$ cat src/sckc_pkg.sv
// Shared types, constants and the scancode map for the scancode-to-keycode tracker.
// Depends on nothing; every other file imports it.
package sckc_pkg;

  // Held-key ring size and derived widths
  localparam int HELD_DEPTH = 64;
  localparam int MAX_RUN    = 64;
  localparam int CNT_W      = $clog2(HELD_DEPTH + 1);
  localparam int STEP_W     = CNT_W;
  localparam int SUM_W      = STEP_W + 1;
  localparam int RUN_W      = $clog2(MAX_RUN + 1);

  // Field widths
  localparam int OP_W    = 2;
  localparam int CODE_W  = 8;
  localparam int COUNT_W = 7;

  // Highest plain scancode that maps to itself
  localparam logic [CODE_W-1:0] PLAIN_TOP = 8'h53;

  // Opcodes
  localparam logic [OP_W-1:0] OP_KEY   = 2'd0;
  localparam logic [OP_W-1:0] OP_DUMP  = 2'd1;
  localparam logic [OP_W-1:0] OP_CLEAR = 2'd2;

  typedef logic [CODE_W-1:0] code_t;
  typedef logic [CNT_W-1:0]  cnt_t;

  // Ring shift controls
  typedef struct packed {
    logic fwd;        // every cell takes its upper neighbor
    logic bwd;        // every cell takes its lower neighbor
    logic head_load;  // on fwd, head cell takes head_val instead
    logic tail_load;  // on fwd, tail cell takes tail_val instead
  } ring_ctl_t;

  // Extended (prefixed) scancode to keycode; 0 means no mapping
  function automatic code_t map_extended(input code_t sc);
    code_t r;
    case (sc)
      8'h1C:   r = 8'd96;
      8'h1D:   r = 8'd97;
      8'h35:   r = 8'd98;
      8'h37:   r = 8'd99;
      8'h38:   r = 8'd100;
      8'h47:   r = 8'd102;
      8'h48:   r = 8'd103;
      8'h49:   r = 8'd104;
      8'h4B:   r = 8'd105;
      8'h4D:   r = 8'd106;
      8'h4F:   r = 8'd107;
      8'h50:   r = 8'd108;
      8'h51:   r = 8'd109;
      8'h52:   r = 8'd110;
      8'h53:   r = 8'd111;
      8'h5B:   r = 8'd125;
      8'h5C:   r = 8'd126;
      8'h5D:   r = 8'd127;
      8'h1F:   r = 8'd142;
      8'h20:   r = 8'd113;
      8'h2E:   r = 8'd114;
      8'h30:   r = 8'd115;
      default: r = 8'd0;
    endcase
    return r;
  endfunction

  // Held count as carried in a result (masked to the field width)
  function automatic logic [COUNT_W-1:0] count_field(input cnt_t cnt);
    return COUNT_W'(cnt);
  endfunction

endpackage

$ cat src/sckc_evt_if.sv
// Key event input channel: valid/ready handshake with the event payload.
// Depends on sckc_pkg.
interface sckc_evt_if;
  import sckc_pkg::*;

  logic              valid;
  logic              ready;
  logic [OP_W-1:0]   opcode;
  logic [CODE_W-1:0] scancode;
  logic              extended;
  logic              key_down;

  modport source (output valid, output opcode, output scancode, output extended,
                  output key_down, input ready);
  modport sink   (input valid, input opcode, input scancode, input extended,
                  input key_down, output ready);
endinterface

$ cat src/sckc_res_if.sv
// Result output channel: valid/ready handshake with the result payload.
// Depends on sckc_pkg.
interface sckc_res_if;
  import sckc_pkg::*;

  logic               valid;
  logic               ready;
  logic               accepted;
  logic [CODE_W-1:0]  keycode;
  logic [COUNT_W-1:0] held_count;
  logic [CODE_W-1:0]  held_key;
  logic               held_valid;
  logic               last;

  modport source (output valid, output accepted, output keycode, output held_count,
                  output held_key, output held_valid, output last, input ready);
  modport sink   (input valid, input accepted, input keycode, input held_count,
                  input held_key, input held_valid, input last, output ready);
endinterface

$ cat src/scancode_to_keycode_with_held_set.sv
// Scancode-to-keycode tracker top level: event decode, ring controller, result register.
// Depends on sckc_pkg, sckc_evt_if, sckc_res_if and sckc_ring.
//
//   channel | dir | payload                                                  | handshake
//   --------+-----+----------------------------------------------------------+----------
//   evt     | in  | opcode, scancode, extended, key_down                     | valid/ready
//   res     | out | accepted, keycode, held_count, held_key, held_valid, last | valid/ready
//
// A key event makes one full turn of the held-key ring past the head cell, one fix-up
// shift, then posts the result. A dump makes one full turn, emitting live entries; clear
// and other opcodes post the result directly. Every item waits longer while the result
// register holds a transaction the result side has not taken.
// One item is in work at a time; evt.ready is high only when idle.
// Synchronous reset empties the held set; ring contents are left as they are.
module scancode_to_keycode_with_held_set (
  input logic      clk,
  input logic      rst,
  sckc_evt_if.sink evt,
  sckc_res_if.source res
);
  import sckc_pkg::*;

  typedef enum logic [4:0] {
    ST_IDLE  = 5'b00001,
    ST_SCAN  = 5'b00010,
    ST_FIX   = 5'b00100,
    ST_DUMP  = 5'b01000,
    ST_REPLY = 5'b10000
  } state_t;

  state_t           state, state_next;
  cnt_t             total, total_next;
  logic [STEP_W-1:0] step, step_next;
  logic [RUN_W-1:0] emitted, emitted_next;
  logic [RUN_W-1:0] run_len, run_len_next;
  code_t            code, code_next;
  code_t            last_val, last_val_next;
  logic             down, down_next;
  logic             acc, acc_next;
  logic             found, found_next;

  ring_ctl_t ring_ctl;
  code_t     head_val, tail_val, head;

  logic  out_free, out_load;
  logic  out_acc, out_valid_key, out_last;
  code_t out_code, out_key;

  code_t mapped;
  logic  in_window, hit, dump_take;

  sckc_ring u_ring (
    .clk      (clk),
    .ctl      (ring_ctl),
    .head_val (head_val),
    .tail_val (tail_val),
    .head     (head)
  );

  // Map the incoming scancode
  always_comb begin
    if (evt.extended) begin
      mapped = map_extended(evt.scancode);
    end else if (evt.scancode <= PLAIN_TOP) begin
      mapped = evt.scancode;
    end else begin
      mapped = '0;
    end
  end

  // Head holds a live entry once step + total passes the ring depth
  assign in_window = (SUM_W'(step) + SUM_W'(total)) > SUM_W'(HELD_DEPTH);
  assign hit       = (total != '0) && ((step == '0) || in_window) && (head == code);
  assign dump_take = in_window && (emitted < run_len);
  assign out_free  = !res.valid || res.ready;
  assign evt.ready = (state == ST_IDLE);

  // Sequence the passes over the ring
  always_comb begin
    state_next    = state;
    total_next    = total;
    step_next     = step;
    emitted_next  = emitted;
    run_len_next  = run_len;
    code_next     = code;
    last_val_next = last_val;
    down_next     = down;
    acc_next      = acc;
    found_next    = found;
    ring_ctl      = '0;
    head_val      = code;
    tail_val      = last_val;
    out_load      = 1'b0;
    out_acc       = acc;
    out_code      = code;
    out_key       = '0;
    out_valid_key = 1'b0;
    out_last      = 1'b1;

    case (state)
      ST_IDLE: begin
        if (evt.valid) begin
          acc_next  = 1'b0;
          code_next = '0;
          down_next = evt.key_down;
          case (evt.opcode)
            OP_KEY: begin
              if (mapped != '0) begin
                acc_next   = 1'b1;
                code_next  = mapped;
                found_next = 1'b0;
                step_next  = '0;
                state_next = ST_SCAN;
              end else begin
                state_next = ST_REPLY;
              end
            end
            OP_DUMP: begin
              if (total != '0) begin
                ring_ctl.fwd = 1'b1;
                step_next    = STEP_W'(1);
                emitted_next = '0;
                run_len_next = (total > CNT_W'(MAX_RUN)) ? RUN_W'(MAX_RUN) : RUN_W'(total);
                state_next   = ST_DUMP;
              end else begin
                state_next = ST_REPLY;
              end
            end
            OP_CLEAR: begin
              total_next = '0;
              state_next = ST_REPLY;
            end
            default: begin
              state_next = ST_REPLY;
            end
          endcase
        end
      end

      ST_SCAN: begin
        // Rotate one full turn; drop a released key by writing the last entry over it
        ring_ctl.fwd = 1'b1;
        if (step == '0) begin
          last_val_next = head;
          tail_val      = head;
        end
        if (hit) begin
          found_next = 1'b1;
          if (!down) begin
            ring_ctl.tail_load = 1'b1;
          end
        end
        step_next = step + STEP_W'(1);
        if (step == STEP_W'(HELD_DEPTH - 1)) begin
          state_next = ST_FIX;
        end
      end

      ST_FIX: begin
        // Park the head on the new last entry, appending a fresh press
        if (found && !down) begin
          ring_ctl.bwd = 1'b1;
          total_next   = total - CNT_W'(1);
        end else if (!found && down && (total < CNT_W'(HELD_DEPTH))) begin
          ring_ctl.fwd       = 1'b1;
          ring_ctl.head_load = 1'b1;
          total_next         = total + CNT_W'(1);
        end
        state_next = ST_REPLY;
      end

      ST_DUMP: begin
        // Emit live entries in stored order, stalling on a full result register
        out_acc       = 1'b0;
        out_code      = '0;
        out_key       = head;
        out_valid_key = 1'b1;
        out_last      = ((emitted + RUN_W'(1)) == run_len);
        if (!dump_take || out_free) begin
          if (dump_take) begin
            out_load     = 1'b1;
            emitted_next = emitted + RUN_W'(1);
          end
          if (step == STEP_W'(HELD_DEPTH)) begin
            state_next = ST_IDLE;
          end else begin
            ring_ctl.fwd = 1'b1;
            step_next    = step + STEP_W'(1);
          end
        end
      end

      ST_REPLY: begin
        if (out_free) begin
          out_load   = 1'b1;
          state_next = ST_IDLE;
        end
      end

      default: begin
        state_next = ST_IDLE;
      end
    endcase
  end

  // Advance control state
  always_ff @(posedge clk) begin
    if (rst) begin
      state <= ST_IDLE;
      total <= '0;
      found <= 1'b0;
    end else begin
      state <= state_next;
      total <= total_next;
      found <= found_next;
    end
  end

  // Hold working registers
  always_ff @(posedge clk) begin
    step     <= step_next;
    emitted  <= emitted_next;
    run_len  <= run_len_next;
    code     <= code_next;
    last_val <= last_val_next;
    down     <= down_next;
    acc      <= acc_next;
  end

  // Result register: hold until the transaction completes
  always_ff @(posedge clk) begin
    if (rst) begin
      res.valid <= 1'b0;
    end else if (out_load) begin
      res.valid <= 1'b1;
    end else if (res.ready) begin
      res.valid <= 1'b0;
    end
  end

  always_ff @(posedge clk) begin
    if (out_load) begin
      res.accepted   <= out_acc;
      res.keycode    <= out_code;
      res.held_count <= count_field(total_next);
      res.held_key   <= out_key;
      res.held_valid <= out_valid_key;
      res.last       <= out_last;
    end
  end

endmodule

$ cat src/sckc_cell.sv
// One held-key cell of the ring: stores a keycode, takes a neighbor's value on a shift.
// Depends on sckc_pkg.
module sckc_cell (
  input  logic                clk,
  input  sckc_pkg::ring_ctl_t ctl,
  input  sckc_pkg::code_t     fwd_in,
  input  sckc_pkg::code_t     bwd_in,
  output sckc_pkg::code_t     key
);
  import sckc_pkg::*;

  // Shift forward or backward; hold otherwise
  always_ff @(posedge clk) begin
    if (ctl.fwd) begin
      key <= fwd_in;
    end else if (ctl.bwd) begin
      key <= bwd_in;
    end
  end

endmodule

$ cat src/sckc_ring.sv
// Circular chain of held-key cells; cell 0 is the head seen by the controller.
// Depends on sckc_pkg and sckc_cell.
module sckc_ring (
  input  logic                clk,
  input  sckc_pkg::ring_ctl_t ctl,
  input  sckc_pkg::code_t     head_val,
  input  sckc_pkg::code_t     tail_val,
  output sckc_pkg::code_t     head
);
  import sckc_pkg::*;

  code_t keys   [HELD_DEPTH];
  code_t fwd_in [HELD_DEPTH];
  code_t bwd_in [HELD_DEPTH];

  genvar i;
  generate
    for (i = 0; i < HELD_DEPTH; i++) begin : g_cell
      // Wire neighbors, with head and tail overrides on a forward shift
      always_comb begin
        if (i == 0 && ctl.head_load) begin
          fwd_in[i] = head_val;
        end else if (i == HELD_DEPTH - 1 && ctl.tail_load) begin
          fwd_in[i] = tail_val;
        end else begin
          fwd_in[i] = keys[(i + 1) % HELD_DEPTH];
        end
        bwd_in[i] = keys[(i + HELD_DEPTH - 1) % HELD_DEPTH];
      end

      sckc_cell u_cell (
        .clk    (clk),
        .ctl    (ctl),
        .fwd_in (fwd_in[i]),
        .bwd_in (bwd_in[i]),
        .key    (keys[i])
      );
    end
  endgenerate

  assign head = keys[0];

endmodule
$ cat src/flat_wrapper.sv
// flat-port wrapper written by rule: the top's interface ports become plain ports
module scancode_to_keycode_with_held_set_flat import sckc_pkg::*;
  (clk, rst, evt_valid, evt_opcode, evt_scancode, evt_extended, evt_key_down, evt_ready, res_valid, res_accepted, res_keycode, res_held_count, res_held_key, res_held_valid, res_last, res_ready);
  sckc_evt_if evt_i ();
  sckc_res_if res_i ();
  input logic clk;
  input logic rst;
  input wire logic [$bits(evt_i.valid)-1:0] evt_valid;
  input wire logic [$bits(evt_i.opcode)-1:0] evt_opcode;
  input wire logic [$bits(evt_i.scancode)-1:0] evt_scancode;
  input wire logic [$bits(evt_i.extended)-1:0] evt_extended;
  input wire logic [$bits(evt_i.key_down)-1:0] evt_key_down;
  output wire logic [$bits(evt_i.ready)-1:0] evt_ready;
  output wire logic [$bits(res_i.valid)-1:0] res_valid;
  output wire logic [$bits(res_i.accepted)-1:0] res_accepted;
  output wire logic [$bits(res_i.keycode)-1:0] res_keycode;
  output wire logic [$bits(res_i.held_count)-1:0] res_held_count;
  output wire logic [$bits(res_i.held_key)-1:0] res_held_key;
  output wire logic [$bits(res_i.held_valid)-1:0] res_held_valid;
  output wire logic [$bits(res_i.last)-1:0] res_last;
  input wire logic [$bits(res_i.ready)-1:0] res_ready;
  assign evt_i.valid = evt_valid;
  assign evt_i.opcode = evt_opcode;
  assign evt_i.scancode = evt_scancode;
  assign evt_i.extended = evt_extended;
  assign evt_i.key_down = evt_key_down;
  assign evt_ready = evt_i.ready;
  assign res_valid = res_i.valid;
  assign res_accepted = res_i.accepted;
  assign res_keycode = res_i.keycode;
  assign res_held_count = res_i.held_count;
  assign res_held_key = res_i.held_key;
  assign res_held_valid = res_i.held_valid;
  assign res_last = res_i.last;
  assign res_i.ready = res_ready;
  scancode_to_keycode_with_held_set u_core (.clk(clk), .rst(rst), .evt(evt_i), .res(res_i));
endmodule
$ cat config.mk
export PLATFORM = sky130hd
export DESIGN_NAME = scancode_to_keycode_with_held_set_flat
export DESIGN_NICKNAME = d
export VERILOG_FILES = /design/src/sckc_pkg.sv /design/src/sckc_evt_if.sv /design/src/sckc_res_if.sv /design/src/scancode_to_keycode_with_held_set.sv /design/src/sckc_cell.sv /design/src/sckc_ring.sv /design/src/flat_wrapper.sv
export SDC_FILE = /design/constraint.sdc
export NUM_CORES = 1
export LEC_CHECK = 0
export BUFFER_PORTS_ARGS = -buffer_cell sky130_fd_sc_hd__buf_4
export CELL_PAD_IN_SITES_DETAIL_PLACEMENT = 1
export CELL_PAD_IN_SITES_GLOBAL_PLACEMENT = 1
export CORE_MARGIN = 2
export CORE_UTILIZATION = 55
export CTS_BUF_LIST = sky130_fd_sc_hd__clkbuf_8
export CTS_CLUSTER_SIZE = 25
export DETAILED_ROUTE_END_ITERATION = 8
export GPL_TIMING_DRIVEN = 0
export PLACE_DENSITY = 0.89
export SLEW_MARGIN = 10
export SYNTH_ARGS = -nofsm -noshare
export SYNTH_HDL_FRONTEND = slang
export SYNTH_SLANG_ARGS = --single-unit
$ cat constraint.sdc
create_clock -name clk -period 121.9 [get_ports clk]
set_input_delay 18.285 -clock clk [delete_from_list [all_inputs] [get_ports clk]]
set_output_delay 18.285 -clock clk [all_outputs]
set_load 0.02 [all_outputs]
# After elaboration in Yosys (flattened, before gate mapping)
# Cells that the tools add are included.
# W data, S select, Z words.
dict set report totals {
  register_bits 591
  out_inout_bits 28
  input_bits 16
  rom_bits 0
  ramBits 0
  elab_cells 356
  latch_bits 0
  memories 0
}
dict set report op_classes {
  n_mux 188
  magnitude_cmp 5
  eq_ne 48
  shift 0
  bitwise 0
  div_mod_pow 0
  addsub 5
  reduce_logical 29
  multipliers 0
}
# cell n
set op_table {}
lappend op_table {{$mux W8} 134}
lappend op_table {{$pmux W8 S22} 1}
lappend op_table {{$eq A8 B7 Y1 const B} 13}
lappend op_table {{$mux W7} 14}
lappend op_table {{$eq A8 B6 Y1 const B} 6}
lappend op_table {{$pmux W7 S2} 3}
lappend op_table {{$mux W5} 7}
lappend op_table {{$pmux W5 S5} 1}
lappend op_table {{$eq A8 B5 Y1 const B} 3}
lappend op_table {{$mux W1} 22}
lappend op_table {{$add A7 B1 Y7 const B} 3}
lappend op_table {{$pmux W7 S3} 1}
lappend op_table {{$ne A2 B1 Y1 const B} 10}
lappend op_table {{$pmux W5 S2} 1}
lappend op_table {{$reduce_and A5 Y1} 2}
lappend op_table {{$add A7 B7 Y8} 1}
lappend op_table {{$eq A8 B8 Y1} 1}
lappend op_table {{$gt A8 B7 Y1 const B} 1}
lappend op_table {{$le A8 B7 Y1 const B} 1}
lappend op_table {{$reduce_bool A2 Y1} 4}
lappend op_table {{$reduce_bool A8 Y1} 1}
lappend op_table {{$eq A7 B6 Y1 const B} 1}
lappend op_table {{$eq A7 B7 Y1} 1}
lappend op_table {{$eq A7 B7 Y1 const B} 1}
lappend op_table {{other kinds (28)} 42}

# Logic depth before layout (Yosys ltp)
dict set report depth {
  depth_word 9
  ltp_mapped 14
  depth_no_buf 10
}

# By module
# A second synthesis with hierarchy kept.
dict set report hier_totals {
  cells_unflattened 1634
  hier_area_um2 29082.9
}
# module area_each_um2 seq_area_each_um2 instances cells_each
set by_module_without_submodules {}
lappend by_module_without_submodules {sckc_cell 377.9 240.2 64 18}
lappend by_module_without_submodules {scancode_to_keycode_with_held_set 4636.9 2152.1 1 464}
lappend by_module_without_submodules {sckc_ring 262.8 0.0 1 18}

# Worst setup path after synthesis
# No wires, ideal clock.
dict set report synth_path {
  kind {input-to-reg}
  from {in evt_opcode[0]}
  to {reg u_core.u_ring.g_cell[0].u_cell.key[0] (enable)}
  required_ns 115.453
  path_buffers 3
  setup_ns 6.447
  stages 10
  setup_slack_ns 81.048
  arrival_time_ns 34.405
  cell_sequence {inv_1 > nor2_1 > nand4_1 > and3_1 > and2_1 > a32o_1 > buf_6 > buf_6 > buf_6 > o21ai_0}
}
dict set report synth_via {
  elab_chain_len 5
}
# item line
set synth_rtl {}
lappend synth_rtl {{start: declaration} flat_wrapper.sv:9} ;# input wire logic [$bits(evt_i.opcode)-1:0] evt_opcode;
lappend synth_rtl {{$eq A2 B1 Y1} scancode_to_keycode_with_held_set.sv:106} ;# case (evt.opcode)
lappend synth_rtl {{$mux W1} scancode_to_keycode_with_held_set.sv:106}
lappend synth_rtl {{$mux W1} scancode_to_keycode_with_held_set.sv:102} ;# if (evt.valid) begin
lappend synth_rtl {{$pmux W1 S4} scancode_to_keycode_with_held_set.sv:100} ;# case (state)
lappend synth_rtl {{$reduce_bool A2 Y1 (no line)} -}
lappend synth_rtl {{end signal: assignment} sckc_cell.sv:15} ;# key <= fwd_in;
lappend synth_rtl {{end signal: assignment} sckc_cell.sv:17} ;# key <= bwd_in;
lappend synth_rtl {{end: declaration} sckc_cell.sv:8} ;# output sckc_pkg::code_t key
# No other way between the ends.
# A chain may end at the register's enable or synchronous reset.

# Final worst setup path
dict set report layout_path {
  from {in evt_opcode[0]}
  to {reg u_core.u_ring.g_cell[30].u_cell.key[5] (enable)}
}
dict set report layout_via {
  elab_chain_len 5
}
# item line
set layout_rtl {}
lappend layout_rtl {{$eq A2 B1 Y1} scancode_to_keycode_with_held_set.sv:106}
lappend layout_rtl {{$mux W1} scancode_to_keycode_with_held_set.sv:106}
lappend layout_rtl {{$mux W1} scancode_to_keycode_with_held_set.sv:102}
lappend layout_rtl {{$pmux W1 S4} scancode_to_keycode_with_held_set.sv:100}
lappend layout_rtl {{$reduce_bool A2 Y1 (no line)} -}
lappend layout_rtl {{end signal: assignment} sckc_cell.sv:15}
lappend layout_rtl {{end signal: assignment} sckc_cell.sv:17}
lappend layout_rtl {{end: declaration} sckc_cell.sv:8}
# No other way between the ends.

==> impl_metrics.csv <==
group,metric,value,unit
timing,fmax,0.04699,GHz
pwr,ir_drop,8.522,uV
clock_network,clkSinkCount,591,
drt,routed_wl,65940,um
floorplanning,fp-row-count,83,
grt,grt_pass1_vias,17030,
placed_design,dp_slack,99.98,ns
floorplanning,initial_utilization,55.84,%
job,cap_violations,0,
pwr,p_leak,0.01304,uW
critical_path,start_kind,"primary input",
clock_network,cts.htree.levels,3,
critical_path,path_max_fanout,30,
clock_network,holdBufCountCts,0,
synthesis,async_flop_share,0,%
hold_path,hp-start,"u_core.last_val[0]$_DFF_P_",
synthesis,syn_inst,1648,
timing,finalCriticalPeriod,21.28,ns
critical_path,path_delay_family,"buffers and inverters",
clock_network,insertion_delay,0.70,ns
drt,vias,15300,
synthesis,syn_nets,1685,
pwr,powerDensity,12.43,mW/mm^2
floorplanning,die_x,232.4,um
grt,track_usage,25.19,%
clock_network,cts_tree,"done",
floorplanning,dieArea,0.05403,mm^2
placed_design,place_inst,2389,
floorplanning,core,0.05141,mm^2
timing,fin_crit_sh,17.46,%
synthesis,synth_edf_count,569,
critical_path,reg2reg_depth,19,
critical_path,path_cells,"buf_4 -> inv_1 -> nor2_1 -> nand4_1 -> and3_1 -> and2_1 -> a32o_1 -> buf_6 -> buf_6 -> buf_6 -> o21ai_4 -> buf_16 -> buf_16 -> buf_12 -> buf_12 -> buf_12",
timing,setup_tns,0,ns
grt,grt_start_max_net_pins,31,
finish,area_growth,11.74,%
synthesis,avgSynthCellArea,17.42,um^2
hold_path,hold_path.class,"reg -> reg",
critical_path,cp_data_arrival_time,21.66,ns
floorplanning,io_pins,44,
synthesis,synth_warnings,0,
status,status,"finished, final reports clean",
drt,viasPerCell,5.963,
drt,drt_iter0_drc,964,
critical_path,worstReg2RegEnd,"u_core.u_ring.g_cell[30].u_cell.key[5]$_DFFE_PP_",
critical_path,critPathRequiredTime,122.28,ns
drt,postRouteAntennaNets,0,
hold_path,holdPathEnd,"u_core.last_val[0]$_DFF_P_",
floorplanning,die_h,232.4,um
placed_design,port_buffers,40,
critical_path,cp_slowest_cell,"o21ai_4",
timing,max_slew_margin,21.36,%
finish,fill_cells,4532,
hold_path,hold_depth,1,
clock_network,cts_resized,0,
synthesis,synthFlopType,"edfxtp_1",
synthesis,yosysSeqAreaShare,61.06,%
timing,rsz0062_at_grt,"no",
finish,num-nets-final,1845,
grt,grt_pass1_wl,104400,um
synthesis,ys_types,76,
timing,finalClockSkew,0.04012,ns
critical_path,critPathCaptureType,"flop",
timing,tightest_slew,1.174,ns
clock_network,cts_setup_buffers,0,
timing,layout_setup_ws,100.62,ns
synthesis,ys_seq_elements,591,
critical_path,reg2reg_from,"u_core.total[0]$_SDFF_PP0_",
clock_network,ctsRootBufferMaster,"clkbuf_8",
clock_network,cts_buffers,97,
grt,antenna_found_initial,1,
timing,setup_viol,0,
pwr,p_total,398.8,uW
finish,num_antenna_cells,0,
placed_design,gp_congestion,0.8848,
finish,layout-drive-gt1-share,40.99,%
critical_path,worst-path-buf-inv,10,
placed_design,dp_hpwl,42280,um
clock_network,clkTransAtPathRegs,0.06,ns
critical_path,reg2reg_slack,116.90,ns
drt,route.detailed.drc,0,
drt,dr.pass1.iters,5,
timing,slew_violations,0,
placed_design,placed_area,0.03035,mm^2
finish,final_cell_area,0.03207,mm^2
clock_network,clock_path_buffers,3,
critical_path,slowest_delay,0.32,ns
drt,wl_per_cell,25.70,um
grt,globalRoute.totalOverflow,0,
timing,report.final.hold_viol_count,0,
synthesis,syn-cell-area,0.02870,mm^2
finish,layout.cells.non_filler,2566,
critical_path,critical_path_class,"in -> reg",
cell families after synthesis:
| family | share of synthesized area, % |
|---|---|
| XOR/XNOR | 0.7629 |
| AO/OA/AOI/OAI | 2.895 |
| multiplexers | 26.73 |
| adder cells (fa/ha/maj) | 0.9416 |
| buffers and inverters | 2.986 |
| AND/OR/NAND/NOR | 4.616 |
| flip-flops | 61.06 |
how the worst max path moves through the flow:
stage	slack [ns]	end	cells past startpoint	start
after floorplan	81.05	u_core.u_ring.g_cell[0].u_cell.key[0]$_DFFE_PP_	10	evt_opcode[0]
after global placement	71.01	u_core.u_ring.g_cell[31].u_cell.key[6]$_DFFE_PP_	3	u_core.state[4]$_SDFFE_PP0P_
after detailed placement	99.98	u_core.u_ring.g_cell[30].u_cell.key[5]$_DFFE_PP_	16	evt_opcode[0]
after CTS	100.73	u_core.u_ring.g_cell[30].u_cell.key[5]$_DFFE_PP_	16	evt_opcode[0]
after global routing	100.58	u_core.u_ring.g_cell[30].u_cell.key[5]$_DFFE_PP_	16	evt_opcode[0]
final	100.62	u_core.u_ring.g_cell[30].u_cell.key[5]$_DFFE_PP_	16	evt_opcode[0]
layout make-up:
class	instances	area, um^2	share of cell area (%)
clock buffers	99	1363	4.248
inverters	34	127.6	0.3979
well taps	680	850.8	2.653
multi-input cells	939	10330	32.21
flip-flops and latches	591	17530	54.65
plain buffers	84	729.5	2.274
clock inverters	78	360.3	1.124
repair buffers	61	783.3	2.442
power by group:
group          switching (uW)  internal (uW)  total [uW]  leakage [uW]
combinational            8.54           5.81        14.4       0.00671
clock                    84.3           76.2         160       0.00102
sequential               1.82            222         224       0.00531
cells in the mapped netlist (17+ instances only):
cell type,instances,area [um^2]
mux2_4,460,6907
clkbuf_1,23,86.33
nor3_1,17,85.08
edfxtp_1,569,17090
o21ai_0,37,185.2
inv_1,33,123.9
mux2_2,60,675.7
dfxtp_1,22,440.4
nand2_1,38,142.6
ha_1,20,250.2
nor2_1,45,168.9
buf_6,53,596.8
and2_1,31,193.9
a21oi_1,32,160.2
per-layer routing:
layer	vias up	global-route usage [%]	routed length, um
met4	2	7.632	1774
li1	6716	-	-
met2	444	43.04	33890
met5	-	0	13
met1	7988	33.07	27570
met3	152	4.069	2695
through the flow:
stage / util (%) / hold slack (ns)
final: 62.39 / 0.4919
after global routing: 62.39 / 0.5023
after CTS: 62.39 / 0.4819
after detailed placement: 59.04 / 0.4679
after global placement: 58.07 / 0.4556
after floorplan: - / 0.4495
sequential cells by signal, indices dropped and copies added, names as in the netlist, 8 cells and up:
| register | cells |
|---|---|
| u_core.code | 8 |
| u_core.res.keycode | 8 |
| u_core.res.held_key | 8 |
| u_core.u_ring.g_cell.u_cell.key | 512 |
| u_core.last_val | 8 |
cells in the final DEF, fill, tap and decap left out, drive strengths merged, types with 13 or more instances in the layout:
cell type,count
o21ai,37
clkbuf,122
mux2,521
inv,75
a21oi,32
edfxtp,569
clkinv,36
nor2,46
buf,122
and2,32
dfxtp,22
nand2,39
nor4,14
nand3,13
nor3,18
xor2,15
nor2b,13
ha,20
Note: power is estimated with default switching activity, not from simulation.
